[config.mk]
export PLATFORM = sky130hd
export DESIGN_NAME = hrt_ctrl
export DESIGN_NICKNAME = d
export VERILOG_FILES = /design/src/sv/hrt_pkg.sv /design/src/sv/hrt_ctrl.sv
export SDC_FILE = /design/constraint.sdc
export NUM_CORES = 1
export LEC_CHECK = 0
export BUFFER_PORTS_ARGS = -buffer_cell sky130_fd_sc_hd__buf_4
export CORE_UTILIZATION = 40
export DETAILED_ROUTE_END_ITERATION = 8
export HOLD_SLACK_MARGIN = 0.05
export MAX_ROUTING_LAYER = met4
export PLACE_DENSITY = 0.75
export SYNTH_ARGS = -nofsm -noshare
export SYNTH_HDL_FRONTEND = slang
export SYNTH_SLANG_ARGS = --single-unit
[constraint.sdc]
create_clock -name clk -period 1.3 [get_ports clk]
set_input_delay 0.065 -clock clk [delete_from_list [all_inputs] [get_ports clk]]
set_output_delay 0.065 -clock clk [all_outputs]
set_load 0.05 [all_outputs]
[src/sv/hrt_pkg.sv]
// ----------------------------------------------------------------------------
// hrt_pkg
// Shared types and constants of the hashed reply tracker table.
// ----------------------------------------------------------------------------
`default_nettype none

package hrt_pkg;

  // slot count: a power of two, the home slot is the low bits of the hash
  localparam int unsigned TABLE_SLOTS = 1024;
  localparam int unsigned SLOT_W      = (TABLE_SLOTS > 1) ? $clog2(TABLE_SLOTS) : 1;
  localparam int unsigned LIVE_W      = $clog2(TABLE_SLOTS + 1);

  localparam logic [63:0] HASH_MUL   = 64'hff51afd7ed558ccd;
  localparam int unsigned HASH_SHIFT = 33;

  localparam logic [1:0] FUNC_RECORD = 2'd0;
  localparam logic [1:0] FUNC_TAKE   = 2'd1;
  localparam logic [1:0] FUNC_CLEAR  = 2'd2;

  localparam logic [1:0] MARK_EMPTY = 2'd0;
  localparam logic [1:0] MARK_LIVE  = 2'd1;
  localparam logic [1:0] MARK_TOMB  = 2'd2;

  typedef struct packed {
    logic [1:0]  mark;
    logic [63:0] key;
    logic [63:0] value;
    logic [63:0] age;
  } slot_t;

  localparam int unsigned SLOT_BITS = $bits(slot_t);

  typedef enum logic [2:0] {
    WR_NONE,
    WR_PUT_POS,
    WR_PUT_TOMB,
    WR_PUT_LOW,
    WR_TOMB_POS,
    WR_WIPE
  } wr_sel_t;

  typedef struct packed {
    logic       load;
    logic       mul0;
    logic       mul1;
    logic       mul2;
    logic       home_load;
    logic       probe_next;
    logic       tomb_capture;
    logic       scan;
    logic       ev_init;
    logic       ev_next;
    logic       ev_capture;
    logic       clr_next;
    wr_sel_t    wr;
    logic       age_inc;
    logic       age_zero;
    logic       live_inc;
    logic       live_dec;
    logic       live_zero;
    logic       res_ok;
    logic       res_take;
    logic       push;
  } cmd_t;

  typedef struct packed {
    logic [1:0] func;
    logic       key_zero;
    logic       val_zero;
    logic [1:0] mark;
    logic       key_match;
    logic       n_last;
    logic       have_tomb;
    logic       ev_last;
    logic       clr_last;
    logic       live_one;
    logic       out_busy;
  } st_t;

endpackage

`default_nettype wire

[src/sv/hrt_ctrl.sv]
// ----------------------------------------------------------------------------
// hrt_ctrl
// Controller: sequences hashing, probing, eviction scan and clearing pass.
// ----------------------------------------------------------------------------
`default_nettype none

module hrt_ctrl (
  input  wire logic          clk,
  input  wire logic          rst,
  input  wire logic          in_valid,
  output logic               in_ready,
  input  wire hrt_pkg::st_t  st,
  output hrt_pkg::cmd_t      cmd
);

  typedef enum logic [3:0] {
    S_CLR,
    S_IDLE,
    S_DEC,
    S_MUL0,
    S_MUL1,
    S_MUL2,
    S_MIX,
    S_PRB_RD,
    S_PRB_CHK,
    S_EV_RD,
    S_EV_CHK,
    S_EV_PUT,
    S_DONE
  } state_t;

  state_t state;
  state_t state_next;
  logic   clr_resp;
  logic   clr_resp_next;

  always_ff @(posedge clk) begin
    if (rst) begin
      state    <= S_CLR;
      clr_resp <= 1'b0;
    end else begin
      state    <= state_next;
      clr_resp <= clr_resp_next;
    end
  end

  assign in_ready = (state == S_IDLE);

  always_comb begin
    cmd           = '0;
    cmd.wr        = hrt_pkg::WR_NONE;
    state_next    = state;
    clr_resp_next = clr_resp;
    unique case (state)
      S_CLR: begin
        cmd.wr       = hrt_pkg::WR_WIPE;
        cmd.clr_next = 1'b1;
        if (st.clr_last) begin
          state_next    = clr_resp ? S_DONE : S_IDLE;
          clr_resp_next = 1'b0;
        end
      end
      S_IDLE: begin
        if (in_valid) begin
          cmd.load   = 1'b1;
          state_next = S_DEC;
        end
      end
      S_DEC: begin
        priority if (st.func == hrt_pkg::FUNC_CLEAR) begin
          cmd.live_zero = 1'b1;
          cmd.age_zero  = 1'b1;
          clr_resp_next = 1'b1;
          state_next    = S_CLR;
        end else if (st.func == hrt_pkg::FUNC_RECORD && !st.key_zero && !st.val_zero) begin
          state_next = S_MUL0;
        end else if (st.func == hrt_pkg::FUNC_TAKE && !st.key_zero) begin
          state_next = S_MUL0;
        end else begin
          state_next = S_DONE;
        end
      end
      S_MUL0: begin
        cmd.mul0   = 1'b1;
        state_next = S_MUL1;
      end
      S_MUL1: begin
        cmd.mul1   = 1'b1;
        state_next = S_MUL2;
      end
      S_MUL2: begin
        cmd.mul2   = 1'b1;
        state_next = S_MIX;
      end
      S_MIX: begin
        cmd.home_load = 1'b1;
        state_next    = S_PRB_RD;
      end
      S_PRB_RD: begin
        state_next = S_PRB_CHK;
      end
      S_PRB_CHK: begin
        if (st.func == hrt_pkg::FUNC_RECORD) begin
          priority if (st.mark == hrt_pkg::MARK_LIVE && st.key_match) begin
            cmd.wr      = hrt_pkg::WR_PUT_POS;
            cmd.age_inc = 1'b1;
            cmd.res_ok  = 1'b1;
            state_next  = S_DONE;
          end else if (st.mark == hrt_pkg::MARK_EMPTY) begin
            cmd.wr       = st.have_tomb ? hrt_pkg::WR_PUT_TOMB : hrt_pkg::WR_PUT_POS;
            cmd.age_inc  = 1'b1;
            cmd.live_inc = 1'b1;
            cmd.res_ok   = 1'b1;
            state_next   = S_DONE;
          end else if (st.n_last) begin
            if (st.have_tomb || st.mark == hrt_pkg::MARK_TOMB) begin
              cmd.wr       = st.have_tomb ? hrt_pkg::WR_PUT_TOMB : hrt_pkg::WR_PUT_POS;
              cmd.age_inc  = 1'b1;
              cmd.live_inc = 1'b1;
              cmd.res_ok   = 1'b1;
              state_next   = S_DONE;
            end else begin
              cmd.ev_init = 1'b1;
              state_next  = S_EV_RD;
            end
          end else begin
            cmd.tomb_capture = (st.mark == hrt_pkg::MARK_TOMB) && !st.have_tomb;
            cmd.probe_next   = 1'b1;
            state_next       = S_PRB_RD;
          end
        end else begin
          priority if (st.mark == hrt_pkg::MARK_EMPTY) begin
            state_next = S_DONE;
          end else if (st.mark == hrt_pkg::MARK_LIVE && st.key_match) begin
            cmd.wr       = hrt_pkg::WR_TOMB_POS;
            cmd.live_dec = 1'b1;
            cmd.res_take = 1'b1;
            if (st.live_one) begin
              clr_resp_next = 1'b1;
              state_next    = S_CLR;
            end else begin
              state_next = S_DONE;
            end
          end else if (st.n_last) begin
            state_next = S_DONE;
          end else begin
            cmd.probe_next = 1'b1;
            state_next     = S_PRB_RD;
          end
        end
      end
      S_EV_RD: begin
        cmd.scan   = 1'b1;
        state_next = S_EV_CHK;
      end
      S_EV_CHK: begin
        cmd.scan       = 1'b1;
        cmd.ev_capture = 1'b1;
        if (st.ev_last) begin
          state_next = S_EV_PUT;
        end else begin
          cmd.ev_next = 1'b1;
          state_next  = S_EV_RD;
        end
      end
      S_EV_PUT: begin
        cmd.wr      = hrt_pkg::WR_PUT_LOW;
        cmd.age_inc = 1'b1;
        cmd.res_ok  = 1'b1;
        state_next  = S_DONE;
      end
      S_DONE: begin
        if (!st.out_busy) begin
          cmd.push   = 1'b1;
          state_next = S_IDLE;
        end
      end
      default: begin
        state_next = S_IDLE;
      end
    endcase
  end

endmodule

`default_nettype wire

==> results.toml, run 1 <==
[outcome]
status = "aborted with a tool error"
stop_stage = "clock tree synthesis"
tool.error = "[ERROR DPL-0038] Utilization greater than 100%, impossible to legalize"

[synthesis]
syn_inst = 117
syn_nets = 133
ys_ff_latch = 5
synth-edff-count = 0
netlist_area_sq_um = 758.2
yosys.area.top_type = "dfxtp_1"
synth_ff_type = "dfxtp_1"
synth.distinct_cells = 38
ys_warn_count = 0
ys_async_sr_fraction = 0
yosys.area.top_type_share = 0.1320
synth.area.top_cells = "dfxtp_1, nor2_1, a21oi_1"
yosysSeqAreaShare = 0.1320
syn_avg_cell_area_sq_um = 6.481

[clocking]
hold_buffers = 1
cts_buffers = 3
clock_sinks = 5
post_cts_resized = 66
cts_buffer_depth = 2
cts_max_level = 1
cts_root_buf = "clkbuf_4"
cts_setup_buffers = 15

[place]
gp_congestion = 0.9394
dp_hpwl_mm = 2.323
portBuffers = 39

[floorplanning]
die_w_um = 45.54
io-pin-count = 40
die_h_um = 45.54
start_util = 0.4344
row_count = 15
Yosys cell counts, types with 2 or more instances:
| cell | count |
|---|---|
| o21ai_1 | 2 |
| a211oi_1 | 3 |
| or3_4 | 2 |
| nor2b_1 | 2 |
| and3_1 | 2 |
| nand2b_1 | 5 |
| nor3_1 | 4 |
| or2_1 | 2 |
| o22ai_1 | 4 |
| o31ai_1 | 3 |
| clkbuf_1 | 2 |
| nor3_2 | 3 |
| a21oi_1 | 11 |
| nand4_1 | 2 |
| o21ai_0 | 5 |
| buf_4 | 3 |
| nand3_1 | 4 |
| dfxtp_1 | 5 |
| nand2_1 | 10 |
| nor2_1 | 19 |
| buf_2 | 3 |
| inv_1 | 5 |
per-stage QoR:
stage | worst slack [ns] | hold slack (ns) | cell area, sq um | util | instances
after global placement | -0.1415 | 0.2784 | 1383 | 0.7921 | 200
after floorplan | -0.5425 | 0.1371 | 943.4 | - | 117
after detailed placement | -0.1745 | 0.2742 | 1383 | 0.7921 | 200
logic make-up after synthesis:
logic type	after synthesis	synth area share
flip-flops	5	0.1320
multiplexers	2	0.02805
AO/OA/AOI/OAI	35	0.2921
buffers and inverters	14	0.09901
AND/OR/NAND/NOR	61	0.4488
==> inputs of run 2 (changes only) <==
--- a/config.mk
+++ b/config.mk
@@ -6,11 +6,10 @@
 export NUM_CORES = 1
 export LEC_CHECK = 0
 export BUFFER_PORTS_ARGS = -buffer_cell sky130_fd_sc_hd__buf_4
-export CORE_UTILIZATION = 40
+export CORE_AREA = 2 2 63 65
 export DETAILED_ROUTE_END_ITERATION = 8
-export HOLD_SLACK_MARGIN = 0.05
-export MAX_ROUTING_LAYER = met4
-export PLACE_DENSITY = 0.75
+export DIE_AREA = 0 0 65 67
+export PLACE_DENSITY_LB_ADDON = 0.15
 export SYNTH_ARGS = -nofsm -noshare
 export SYNTH_HDL_FRONTEND = slang
 export SYNTH_SLANG_ARGS = --single-unit
==> constraint.sdc (replaced) <==
create_clock -name clk -period 1.7 [get_ports clk]
set_input_delay 0.085 -clock clk [delete_from_list [all_inputs] [get_ports clk]]
set_output_delay 0.085 -clock clk [all_outputs]
set_load 0.05 [all_outputs]
==> results.toml, run 2 <==
[final_layout]
areaGrowthSynthToFinish_pct = 84.32
fin_area_sq_um = 1398
top_regs = "state (4), clr_resp (1)"
drive_above_1_share = 0.5329
final_net_count = 184
largest_register = "state"
final_common_cell = "buf_4"
final.fill_count = 383
largest_reg_flops = 4
final_cell_mix = "buf_4, nor2_1, a21oi_1, nand2_1, buf_6"
n_antenna_cell = 0

[timing]
timing.slew.headroom = 0.6771
worst_slew_pin_slew_ns = 0.4843
final-setup-viol-count = 1
final_max_slew_viol_count = 0
period_share = 1.003
max_clock_freq_ghz = 0.5866
rsz0062_at_grt = "yes"
setup_tns_ns = -0.004755
finalCriticalPeriod_ns = 1.705
worst_slack_ns = -0.004755
finalHoldViolations = 0
skew_ns = 0.005136

[grt]
grt_usage = 0.1439
grt_overflow_total = 0
grt_pass1_vias = 1077
antenna_found_initial = 0
grt_pass1_wl_mm = 4.816
grt_max_degree = 12

[route]
viasPerCell = 4.893
detail_route.first_pass.iterations = 4
detail-route-antenna-nets = 0
route.detailed.drc = 0
postRouteWirelength_mm = 3.002
drtIter0Drc = 15
avgRoutedWirePerCell_um = 13.96
num_vias = 1052

[floorplanning]
die_w_um = 65
die_h_um = 67
io-pin-count = 40
die-area_sq_um = 4355
start_util = 0.2103
core_sq_um = 3606
row_count = 22

[clocking]
insertion_delay_ns = 0.23
cts_max_level = 1
clock_sinks = 5
clkTransAtPathRegs_ns = 0.04
cts_buffer_depth = 2
cts_root_buf = "clkbuf_8"
cts_tree = "done"
hold_buffers = 0
cts_buffers = 3

[synthesis]
ys_ff_latch = 5
syn_nets = 133
yosys.area.top_type = "dfxtp_1"
yosysMostFrequentCell = "nor2_1"
ys_async_sr_fraction = 0
ys_warn_count = 0
syn_avg_cell_area_sq_um = 6.481
yosys.area.top_type_share = 0.1320
syn_inst = 117
synth.area.top_cells = "dfxtp_1, nor2_1, a21oi_1"
synth_ff_type = "dfxtp_1"
netlist_area_sq_um = 758.2
yosysSeqAreaShare = 0.1320
synth_common_cells = "nor2_1, a21oi_1, nand2_1"
synth.distinct_cells = 38
synth-edff-count = 0

[power_and_ir_drop]
p_switching_mw = 1.062
p_per_area_nw_per_um2 = 1442
swShare = 0.5270
leakagePower_nw = 0.6132
p_seq_frac = 0.126
comb_power_share = 0.761
vdd_drop_max_mv = 0.6741
p_int_mw = 0.9531
power_frac_clock = 0.113

[place]
gp_congestion = 0.8366
place_ws_ns = 0.1346
dp_hpwl_mm = 2.363
placed_cell_area_sq_um = 1217
portBuffers = 39

[worst_setup_path]
cp.required_ns = 1.62
arrival_ns = 1.62
cp-start-kind = "flop"
endpoint_kind = "primary output"
crit_fanout = 5
path_class = "flop to primary output"

[outcome]
failed_checks = "setup timing"
status = "finished, violations left"

[min_path]
hold_class = "input pin to flop"

[flow_run]
cap_violations = 0
## run 2: cell counts after synthesis
Identical to the previous run, type by type.
## run 2: final timing paths
check	from	endpoint	slack, ns	depth (start not counted)
worst max-delay path	state[2]	cmd[10]	-0.005	5
worst min-delay path	rst	clr_resp	0.06	2
worst max register to register	state[2]	state[3]	0.13	5
worst min register to register	clr_resp	clr_resp	0.56	2
## run 2: metal layers
metal | global-route usage | up-vias | routed length [um]
met4 | 0.08511 | 0 | 87
met2 | 0.2487 | 48 | 1480
met5 | 0 | - | 0
met3 | 0.01689 | 8 | 168
met1 | 0.1705 | 473 | 1266
li1 | - | 523 | -
## run 2: layout make-up
cell class	count	area [sq um]	share of cell area
inverters	5	18.77	0.01343
well taps	48	60.06	0.04297
flip-flops and latches	5	115.1	0.08236
multi-input cells	98	710.7	0.5085
clock buffers	3	41.29	0.02954
repair buffers	55	446.7	0.3196
clock inverters	1	5.005	0.003581
## run 2: power by group through the flow
stage	Sequential (mW)	Combinational, mW	Clock [mW]
2_1_floorplan	0.210	1.00	0
3_3_place_gp	0.242	1.38	0
3_5_place_dp	0.243	1.38	0
4_1_cts	0.247	1.50	0.230
5_1_grt	0.266	1.63	0.239
6_report	0.254	1.53	0.228
## run 2: what timing repair did
item,CTS,global route
resized for setup,10,13
pin swaps,4,6
hold endpoints to repair,0,0
setup endpoints to repair,9,9
setup buffers,5,0
## run 2: kinds of logic after synthesis
kind of cell | Yosys count | synth area share
multiplexers | 2 | 0.02805
flip-flops | 5 | 0.1320
AND/OR/NAND/NOR | 61 | 0.4488
AO/OA/AOI/OAI | 35 | 0.2921
buffers and inverters | 14 | 0.09901
## run 2: critical path: stages, from the launching register on
cell,delay [ns]
dfxtp_4,0.36
nand2b_4,0.14
or3_4,0.39
nor3_4,0.21
or2_4,0.16
buf_8,0.13
## run 2: through the flow
step                  util  hold WS (ns)  instances  power [mW]
global placement    0.3376        0.2928        206       1.626
detailed placement  0.3376        0.2939        206       1.621
CTS                 0.3706       0.05459        215       1.974
finish              0.3876       0.05960        215       2.015
floorplan                -        0.1571        117       1.212
global route        0.3876       0.06405        215       2.135
(Power assumes the default switching activity.)
